$ cat src/rtl/pttc_pkg.sv
`default_nettype none
// ----------------------------------------------------------------------------
// pttc_pkg
// Shared types and constants of the pan/tilt tracking controller.
// ----------------------------------------------------------------------------
package pttc_pkg;

  typedef enum logic [1:0] {
    CMD_COORD = 2'd0,
    CMD_TICK  = 2'd1,
    CMD_JOG   = 2'd2,
    CMD_SET   = 2'd3
  } pttc_cmd_e;

  typedef enum logic [1:0] {
    REG_LOW_LIMIT  = 2'd0,
    REG_HIGH_LIMIT = 2'd1,
    REG_JOG_COUNT  = 2'd2,
    REG_UNUSED     = 2'd3
  } pttc_reg_e;

  typedef struct packed {
    logic coord;
    logic tick;
    logic jog;
  } pttc_step_ctrl_t;

  localparam int unsigned ServoW = 16;
  localparam int unsigned StepW  = 8;
  localparam int unsigned MagW   = 16;

  localparam logic [ServoW-1:0] SERVO_RESET = 16'd12000;
  localparam logic [ServoW-1:0] LOW_RESET   = 16'd9000;
  localparam logic [ServoW-1:0] HIGH_RESET  = 16'd15000;
  localparam logic [StepW-1:0]  JOG_RESET   = 8'd100;

  // vertical tiers
  localparam logic [MagW-1:0] V_THR_200 = 16'd200;
  localparam logic [MagW-1:0] V_THR_150 = 16'd150;
  localparam logic [MagW-1:0] V_THR_100 = 16'd100;
  localparam logic [MagW-1:0] V_THR_50  = 16'd50;
  localparam logic [7:0] V_INC_200 = 8'd200;
  localparam logic [7:0] V_INC_100 = 8'd100;
  localparam logic [7:0] V_INC_50  = 8'd50;
  localparam logic [7:0] V_INC_25  = 8'd25;
  localparam logic [7:0] V_INC_10  = 8'd10;

  // horizontal tiers
  localparam logic [MagW-1:0] H_THR_400 = 16'd400;
  localparam logic [MagW-1:0] H_THR_300 = 16'd300;
  localparam logic [MagW-1:0] H_THR_200 = 16'd200;
  localparam logic [MagW-1:0] H_THR_100 = 16'd100;
  localparam logic [StepW-1:0] H_STEPS_40 = 8'd40;
  localparam logic [StepW-1:0] H_STEPS_30 = 8'd30;
  localparam logic [StepW-1:0] H_STEPS_20 = 8'd20;
  localparam logic [StepW-1:0] H_STEPS_15 = 8'd15;
  localparam logic [StepW-1:0] H_STEPS_10 = 8'd10;

endpackage
`default_nettype wire

$ cat src/rtl/pttc_servo.sv
`default_nettype none
// ----------------------------------------------------------------------------
// pttc_servo
// Tiered servo increment from the vertical error, signed add and clamp.
// ----------------------------------------------------------------------------
module pttc_servo #(
  parameter int unsigned CoordBits = 12
) (
  input  wire logic [CoordBits-1:0]       target_y_i,
  input  wire logic [CoordBits-1:0]       ref_y_i,
  input  wire logic [pttc_pkg::ServoW-1:0] servo_i,
  input  wire logic [pttc_pkg::ServoW-1:0] low_limit_i,
  input  wire logic [pttc_pkg::ServoW-1:0] high_limit_i,
  output logic      [pttc_pkg::ServoW-1:0] servo_next_o
);
  import pttc_pkg::*;

  localparam int unsigned SumW = ServoW + 2;

  logic [CoordBits:0]   diff;
  logic [CoordBits:0]   diff_neg;
  logic [CoordBits-1:0] mag;
  logic [MagW-1:0]      mag_ext;
  logic [7:0]           inc;
  logic [SumW-1:0]      inc_ext;
  logic [SumW-1:0]      sum;
  logic [SumW-1:0]      low_ext;
  logic [SumW-1:0]      high_ext;
  logic [SumW-1:0]      clamp_lo;
  logic                 dy_pos;

  always_comb begin
    diff     = {1'b0, target_y_i} - {1'b0, ref_y_i};
    diff_neg = -diff;
    mag      = diff[CoordBits] ? diff_neg[CoordBits-1:0] : diff[CoordBits-1:0];
    mag_ext  = MagW'(mag);
    dy_pos   = !diff[CoordBits] && (diff != '0);

    if (mag_ext > V_THR_200) begin
      inc = V_INC_200;
    end else if (mag_ext > V_THR_150) begin
      inc = V_INC_100;
    end else if (mag_ext > V_THR_100) begin
      inc = V_INC_50;
    end else if (mag_ext > V_THR_50) begin
      inc = V_INC_25;
    end else begin
      inc = V_INC_10;
    end

    inc_ext  = dy_pos ? -SumW'(inc) : SumW'(inc);
    sum      = SumW'(servo_i) + inc_ext;
    low_ext  = SumW'(low_limit_i);
    high_ext = SumW'(high_limit_i);

    clamp_lo = ($signed(sum) < $signed(low_ext)) ? low_ext : sum;
    if ($signed(clamp_lo) > $signed(high_ext)) begin
      servo_next_o = high_limit_i;
    end else begin
      servo_next_o = clamp_lo[ServoW-1:0];
    end
  end

endmodule
`default_nettype wire

$ cat src/rtl/pttc_stepper.sv
`default_nettype none
// ----------------------------------------------------------------------------
// pttc_stepper
// Step count, step pin and direction state; tiered load from horizontal error, jog load.
// ----------------------------------------------------------------------------
module pttc_stepper #(
  parameter int unsigned CoordBits = 12
) (
  input  wire logic                       clk_i,
  input  wire logic                       rst_ni,
  input  wire pttc_pkg::pttc_step_ctrl_t  ctrl_i,
  input  wire logic [CoordBits-1:0]       target_x_i,
  input  wire logic [CoordBits-1:0]       ref_x_i,
  input  wire logic [pttc_pkg::StepW-1:0] jog_count_i,
  output logic                            step_pin_o,
  output logic                            step_dir_o,
  output logic      [pttc_pkg::StepW-1:0] steps_left_o
);
  import pttc_pkg::*;

  logic [CoordBits:0]   diff;
  logic [CoordBits:0]   diff_neg;
  logic [CoordBits-1:0] mag;
  logic [MagW-1:0]      mag_ext;
  logic [StepW-1:0]     tier_steps;

  logic [StepW-1:0] count_d, count_q;
  logic             level_d, level_q;
  logic             dir_d, dir_q;

  always_comb begin
    diff     = {1'b0, target_x_i} - {1'b0, ref_x_i};
    diff_neg = -diff;
    mag      = diff[CoordBits] ? diff_neg[CoordBits-1:0] : diff[CoordBits-1:0];
    mag_ext  = MagW'(mag);

    if (mag_ext > H_THR_400) begin
      tier_steps = H_STEPS_40;
    end else if (mag_ext > H_THR_300) begin
      tier_steps = H_STEPS_30;
    end else if (mag_ext > H_THR_200) begin
      tier_steps = H_STEPS_20;
    end else if (mag_ext > H_THR_100) begin
      tier_steps = H_STEPS_15;
    end else begin
      tier_steps = H_STEPS_10;
    end

    count_d = count_q;
    level_d = level_q;
    dir_d   = dir_q;
    if (ctrl_i.coord) begin
      count_d = tier_steps;
      dir_d   = !diff[CoordBits];
    end else if (ctrl_i.tick) begin
      if (count_q != '0) begin
        if (level_q) begin
          level_d = 1'b0;
          count_d = count_q - StepW'(1);
        end else begin
          level_d = 1'b1;
        end
      end else begin
        level_d = 1'b0;
      end
    end else if (ctrl_i.jog) begin
      count_d = jog_count_i;
    end
  end

  always_ff @(posedge clk_i or negedge rst_ni) begin
    if (!rst_ni) begin
      count_q <= '0;
      level_q <= 1'b0;
      dir_q   <= 1'b0;
    end else begin
      count_q <= count_d;
      level_q <= level_d;
      dir_q   <= dir_d;
    end
  end

  assign step_pin_o   = level_q;
  assign step_dir_o   = dir_q;
  assign steps_left_o = count_q;

endmodule
`default_nettype wire

$ cat src/rtl/pan_tilt_tracking_controller.sv
// Result path: input register, then state/result register; out_valid_o is set
// together with the state update of the item.
// Throughput: one item per cycle while out_ready_i does not stall the output;
// the state update of one item is ready for the next item in the following cycle.
// Reset (rst_ni low, async): servo 12000, step count/pin/direction 0,
// limits 9000/15000, jog count 100, pipeline empty.
`default_nettype none
// ----------------------------------------------------------------------------
// pan_tilt_tracking_controller
// Servo tilt tracking and stepper pan stepping from spot coordinates.
// ----------------------------------------------------------------------------
module pan_tilt_tracking_controller #(
  parameter int unsigned COORD_BITS = 12
) (
  input  wire logic                  clk_i,
  input  wire logic                  rst_ni,
  input  wire logic                  in_valid_i,
  output logic                       in_ready_o,
  input  wire logic [1:0]            command_i,
  input  wire logic [COORD_BITS-1:0] ref_x_i,
  input  wire logic [COORD_BITS-1:0] ref_y_i,
  input  wire logic [COORD_BITS-1:0] target_x_i,
  input  wire logic [COORD_BITS-1:0] target_y_i,
  input  wire logic [15:0]           servo_value_i,
  output logic                       out_valid_o,
  input  wire logic                  out_ready_i,
  output logic [15:0]                servo_position_o,
  output logic                       step_pin_o,
  output logic                       step_direction_o,
  output logic [7:0]                 steps_left_o,
  input  wire logic                  cfg_valid_i,
  output logic                       cfg_ready_o,
  input  wire logic [1:0]            cfg_index_i,
  input  wire logic [15:0]           cfg_data_i
);
  import pttc_pkg::*;

  logic                  in_valid_q;
  pttc_cmd_e             cmd_q;
  logic [COORD_BITS-1:0] ref_x_q, ref_y_q, target_x_q, target_y_q;
  logic [ServoW-1:0]     servo_value_q;
  logic                  out_valid_q;
  logic                  advance;

  logic [ServoW-1:0] low_q, high_q;
  logic [StepW-1:0]  jog_q;
  logic [ServoW-1:0] servo_q, servo_d, servo_track;
  pttc_step_ctrl_t   step_ctrl;
  pttc_reg_e         cfg_reg;

  assign advance     = in_valid_q && (!out_valid_q || out_ready_i);
  assign in_ready_o  = !in_valid_q || advance;
  assign cfg_ready_o = 1'b1;
  assign cfg_reg     = pttc_reg_e'(cfg_index_i);

  always_ff @(posedge clk_i or negedge rst_ni) begin
    if (!rst_ni) begin
      in_valid_q  <= 1'b0;
      out_valid_q <= 1'b0;
    end else begin
      if (in_ready_o) begin
        in_valid_q <= in_valid_i;
      end
      if (advance) begin
        out_valid_q <= 1'b1;
      end else if (out_ready_i) begin
        out_valid_q <= 1'b0;
      end
    end
  end

  always_ff @(posedge clk_i) begin
    if (in_valid_i && in_ready_o) begin
      cmd_q         <= pttc_cmd_e'(command_i);
      ref_x_q       <= ref_x_i;
      ref_y_q       <= ref_y_i;
      target_x_q    <= target_x_i;
      target_y_q    <= target_y_i;
      servo_value_q <= servo_value_i;
    end
  end

  always_ff @(posedge clk_i or negedge rst_ni) begin
    if (!rst_ni) begin
      low_q  <= LOW_RESET;
      high_q <= HIGH_RESET;
      jog_q  <= JOG_RESET;
    end else if (cfg_valid_i) begin
      case (cfg_reg)
        REG_LOW_LIMIT:  low_q  <= cfg_data_i;
        REG_HIGH_LIMIT: high_q <= cfg_data_i;
        REG_JOG_COUNT:  jog_q  <= cfg_data_i[StepW-1:0];
        default: ;
      endcase
    end
  end

  pttc_servo #(
    .CoordBits(COORD_BITS)
  ) u_servo (
    .target_y_i  (target_y_q),
    .ref_y_i     (ref_y_q),
    .servo_i     (servo_q),
    .low_limit_i (low_q),
    .high_limit_i(high_q),
    .servo_next_o(servo_track)
  );

  always_comb begin
    step_ctrl = '0;
    servo_d   = servo_q;
    if (advance) begin
      case (cmd_q)
        CMD_COORD: begin
          step_ctrl.coord = 1'b1;
          servo_d         = servo_track;
        end
        CMD_TICK: step_ctrl.tick = 1'b1;
        CMD_JOG:  step_ctrl.jog  = 1'b1;
        CMD_SET:  servo_d        = servo_value_q;
        default: ;
      endcase
    end
  end

  always_ff @(posedge clk_i or negedge rst_ni) begin
    if (!rst_ni) begin
      servo_q <= SERVO_RESET;
    end else begin
      servo_q <= servo_d;
    end
  end

  pttc_stepper #(
    .CoordBits(COORD_BITS)
  ) u_stepper (
    .clk_i       (clk_i),
    .rst_ni      (rst_ni),
    .ctrl_i      (step_ctrl),
    .target_x_i  (target_x_q),
    .ref_x_i     (ref_x_q),
    .jog_count_i (jog_q),
    .step_pin_o  (step_pin_o),
    .step_dir_o  (step_direction_o),
    .steps_left_o(steps_left_o)
  );

  assign out_valid_o      = out_valid_q;
  assign servo_position_o = servo_q;

endmodule
`default_nettype wire

$ cat config.mk
export PLATFORM = sky130hd
export DESIGN_NAME = pan_tilt_tracking_controller
export DESIGN_NICKNAME = d
export VERILOG_FILES = /design/src/rtl/pttc_pkg.sv /design/src/rtl/pttc_servo.sv /design/src/rtl/pttc_stepper.sv /design/src/rtl/pan_tilt_tracking_controller.sv
export SDC_FILE = /design/constraint.sdc
export NUM_CORES = 1
export LEC_CHECK = 0
export BUFFER_PORTS_ARGS = -buffer_cell sky130_fd_sc_hd__buf_2
export CAP_MARGIN = 0
export CORE_MARGIN = 3
export CORE_UTILIZATION = 60
export DETAILED_ROUTE_END_ITERATION = 10
export GPL_TIMING_DRIVEN = 1
export PLACE_DENSITY = 0.89
export SKIP_CTS_REPAIR_TIMING = 1
export SYNTH_ARGS = -nofsm -noshare
export SYNTH_HDL_FRONTEND = slang
export SYNTH_SLANG_ARGS = --single-unit
$ cat constraint.sdc
create_clock -name clk_i -period 23.1 [get_ports clk_i]
set_input_delay 2.31 -clock clk_i [delete_from_list [all_inputs] [get_ports clk_i]]
set_output_delay 2.31 -clock clk_i [all_outputs]
set_load 0.02 [all_outputs]
==> results by group <==
Status
  • Outcome: complete, no violations

Yosys
  • Syn Inst Count: 1,012
  • Cell variety after synth: 89
  • Post-synth ARST share: 0.5075
  • Complex-gate fraction of the synthesized area: 0.1950
  • Post-Synth Adder-Cell Area: 0.1089
  • Post-Syn Area per Cell: 9.624 sq um
  • Syn nets: 1,184
  • Mux share of post-synthesis cell area: 0.06783
  • Simple-gate portion of the synthesized area: 0.1465
  • Synth top area cells: edfxtp_1 20%, dfrtp_1 12%, ha_1 10%
  • Synth Flop Type: edfxtp_1
  • Number of synthesized flops with an enable pin: 66
  • Post-synthesis sequential area ratio: 0.3810
  • YS warnings: 0
  • Share of the synthesized area in the top cell type: 0.2035
  • Combinational family with the most area after synthesis: compound AO/OA/AOI/OAI gates
  • Synthesized flop and latch total: 134
  • Mapped cell area: 9739 sq um
  • Yosys top cell by area: edfxtp_1
  • XOR/XNOR Fraction of Synth Area: 0.05023

Setup path
  • Worst setup EP type: register
  • Slowest stage delay, CP: 0.87 ns
  • Worst Setup Path Type: register to register
  • CP arrival: 11.13 ns
  • Crit-path slowest cell: o41a_1
  • Register-to-register setup slack: 12.25 ns
  • Worst-path fanout max: 19
  • CP required: 23.38 ns
  • CP Launch Type: register

Floorplanning
  • Die area: 17,800 sq um
  • Row count: 45
  • Die width: 133.4 um
  • Initial core utilization: 0.6267
  • Core footprint: 15,540 sq um
  • # IOs: 118
  • Die Span Y: 133.4 um

STA
  • Period utilization: 0.4697
  • Clock skew: 0.01096 ns
  • Highest Clock Rate: 92.16 MHz
  • Setup Viol. Count Final: 0
  • Max_slew headroom: 0.1788
  • RSZ-0062 raised after global routing: false
  • Hold Fails Final Rpt: 0
  • Actual slew at the worst max-slew pin: 1.227 ns
  • Setup TNS: 0 ns
  • Fin crit period: 10.85 ns
  • Fin. max-slew vios: 0

Cells and area
  • Layout Area Growth over Synthesis: 13.57%
  • FILL cells: 1,155
  • Multi-input logic area: 5547 sq um
  • Nets: 1,288
  • Share of the core filled with cells: 0.7118
  • Antenna Cells: 0
  • Fraction of layout cells with a size suffix above 1: 0.2126
  • FF+latch area: 3711 sq um

Min path
  • Hold WC Path Type: register to register

Pwr
  • Pwr Density: 131.9 nW/um^2
  • Static leakage: 4.817 nW
  • Maximum VDD drop: 0.08214 mV

Routing
  • Met3 wirelength from detailed routing: 1496 um
  • Vias/cell: 6.067
  • Met2 wire len: 11,570 um
  • Routed WL per cell: 17.72 um
  • Initial DRC count: 716
  • WL final: 23,740 um
  • Highest metal used: met4
  • Vias after detailed routing: 8,130
  • First-pass DRT Iterations: 6
  • DRC: 0
  • DRT antenna net count: 0
  • Met1 Wirelength: 9977 um

Global route
  • GR Overflow Total: 0
  • Largest net degree at the start of global routing: 69
  • Vias in the first global route: 8,000
  • Gr usage total: 0.2711
  • First-pass GRT wire length: 39,120 um
  • Initial antenna violation count: 0

CTS
  • CTS Sinks: 134
  • H-Tree Depth: 4
  • Clk slew on worst S/H paths: 0.07 ns
  • CTS tree: built
  • Worst-Skew Late Latency: 0.43 ns
  • Root Buffer: clkbuf_16
  • CTS buffer count: 17
  • Longest Clk Path Bufs: 2

Placement
  • I/O Buffers: 116
  • Routability cong.: 0.9371
  • Hpwl dp: 17,570 um

Flow run
  • Max Cap Violations: 0
## logic make-up after synthesis
kind of cell	after synthesis
DFF	134
other	1
xor gates and xnor gates	55
AOI/OAI and AO/OA	282
adders and majority gates	83
and+or+nand+nor	280
muxes	61
buffers and inverters	116
## routing by layer
metal / GRT usage / up-vias
li1: - / 3923
met1: 0.3380 / 3841
met2: 0.4619 / 308
met3: 0.06156 / 58
met4: 0.1017 / 0
met5: 0 / -
## cells in the mapped netlist, types with 7 or more instances
cell type and n:
nand4_1 16, inv_1 81, nor2_1 70, nand3_1 17, a211oi_1 9, edfxtp_1 66
ha_1 80, nor4_1 7, xnor2_1 36, a21oi_1 67, nand3b_1 9, o21a_1 12
and2_1 9, nand2b_1 14, a41oi_1 8, mux2_2 40, xor2_1 18, dfstp_2 22
nor2b_1 14, dfrtp_1 46, o211ai_1 8, clkbuf_1 22, a31oi_1 13, o22ai_1 15
nor3_1 12, o21ai_0 61, nand2_1 73, a21o_1 25, and3_1 11, mux2i_1 21
## cell type report
class / count / area share
multi-input combinational: 762 / 0.5015
sequential: 134 / 0.3355
timing repair buffer: 119 / 0.05452
clock buffer: 21 / 0.04457
inverter: 82 / 0.02783
tap: 211 / 0.02387
clock inverter: 11 / 0.01222
## registers in the layout, summed over array words and instances, names as in the netlist
signal and cells:
cmd_q 2, high_q 16, in_valid_q 1, jog_q 8, low_q 16, out_valid_o 1, ref_x_q 12, ref_y_q 12
servo_position_o 16, servo_value_q 16, target_x_q 12, target_y_q 12, u_stepper.step_dir_o 1, u_stepper.step_pin_o 1, u_stepper.steps_left_o 8
## stage by stage
step	area, sq um	hold slack [ns]	instances	total power [mW]	setup slack (ns)
2_1_floorplan	9739	0.4625	1012	0.9742	14.53
3_3_place_gp	10430	0.4937	1308	1.120	13.01
3_5_place_dp	10430	0.5086	1308	1.145	12.62
4_1_cts	11060	0.5182	1340	1.448	12.48
5_1_grt	11060	0.5527	1340	1.567	11.52
6_report	11060	0.5182	1340	1.459	12.25
## critical path, delay by kind of cell, from the launching register on
family | cells | cell delay, ns
compound gates | 19 | 4.77
xor+xnor | 1 | 0.21
fa+ha+maj | 7 | 2.38
buf+inv | 1 | 0.07
flops | 1 | 0.36
mux | 3 | 1.17
simple gates | 10 | 1.73
## where the power goes
| part | internal, mW | total, mW | switching [mW] |
|---|---|---|---|
| clock network | 0.177 | 0.286 | 0.109 |
| logic | 0.353 | 0.829 | 0.475 |
| registers | 0.303 | 0.345 | 0.0421 |
## final timing paths
kind,start,end,cells after the start
max,ref_y_q[0]$_DFFE_PP_,servo_position_o[3]$_DFFE_PN0P_,41
min,low_q[9]$_DFFE_PN1P_,low_q[9]$_DFFE_PN1P_,2
max reg2reg,ref_y_q[0]$_DFFE_PP_,servo_position_o[3]$_DFFE_PN0P_,41
min reg2reg,low_q[9]$_DFFE_PN1P_,low_q[9]$_DFFE_PN1P_,2
max in group asynchronous,rst_ni,u_stepper.step_dir_o$_DFFE_PN0P_,2
min in group asynchronous,rst_ni,servo_position_o[8]$_DFFE_PN0P_,2
## cell usage in the layout, fill, tap and decap left out, types with 36 or more instances in the layout
master    instances
buf_2           116
inv_1            81
ha_1             80
nand2_1          73
nor2_1           70
a21oi_1          67
edfxtp_1         66
o21ai_0          61
dfrtp_1          46
mux2_2           40
xnor2_1          36
(Power assumes the default switching activity.)
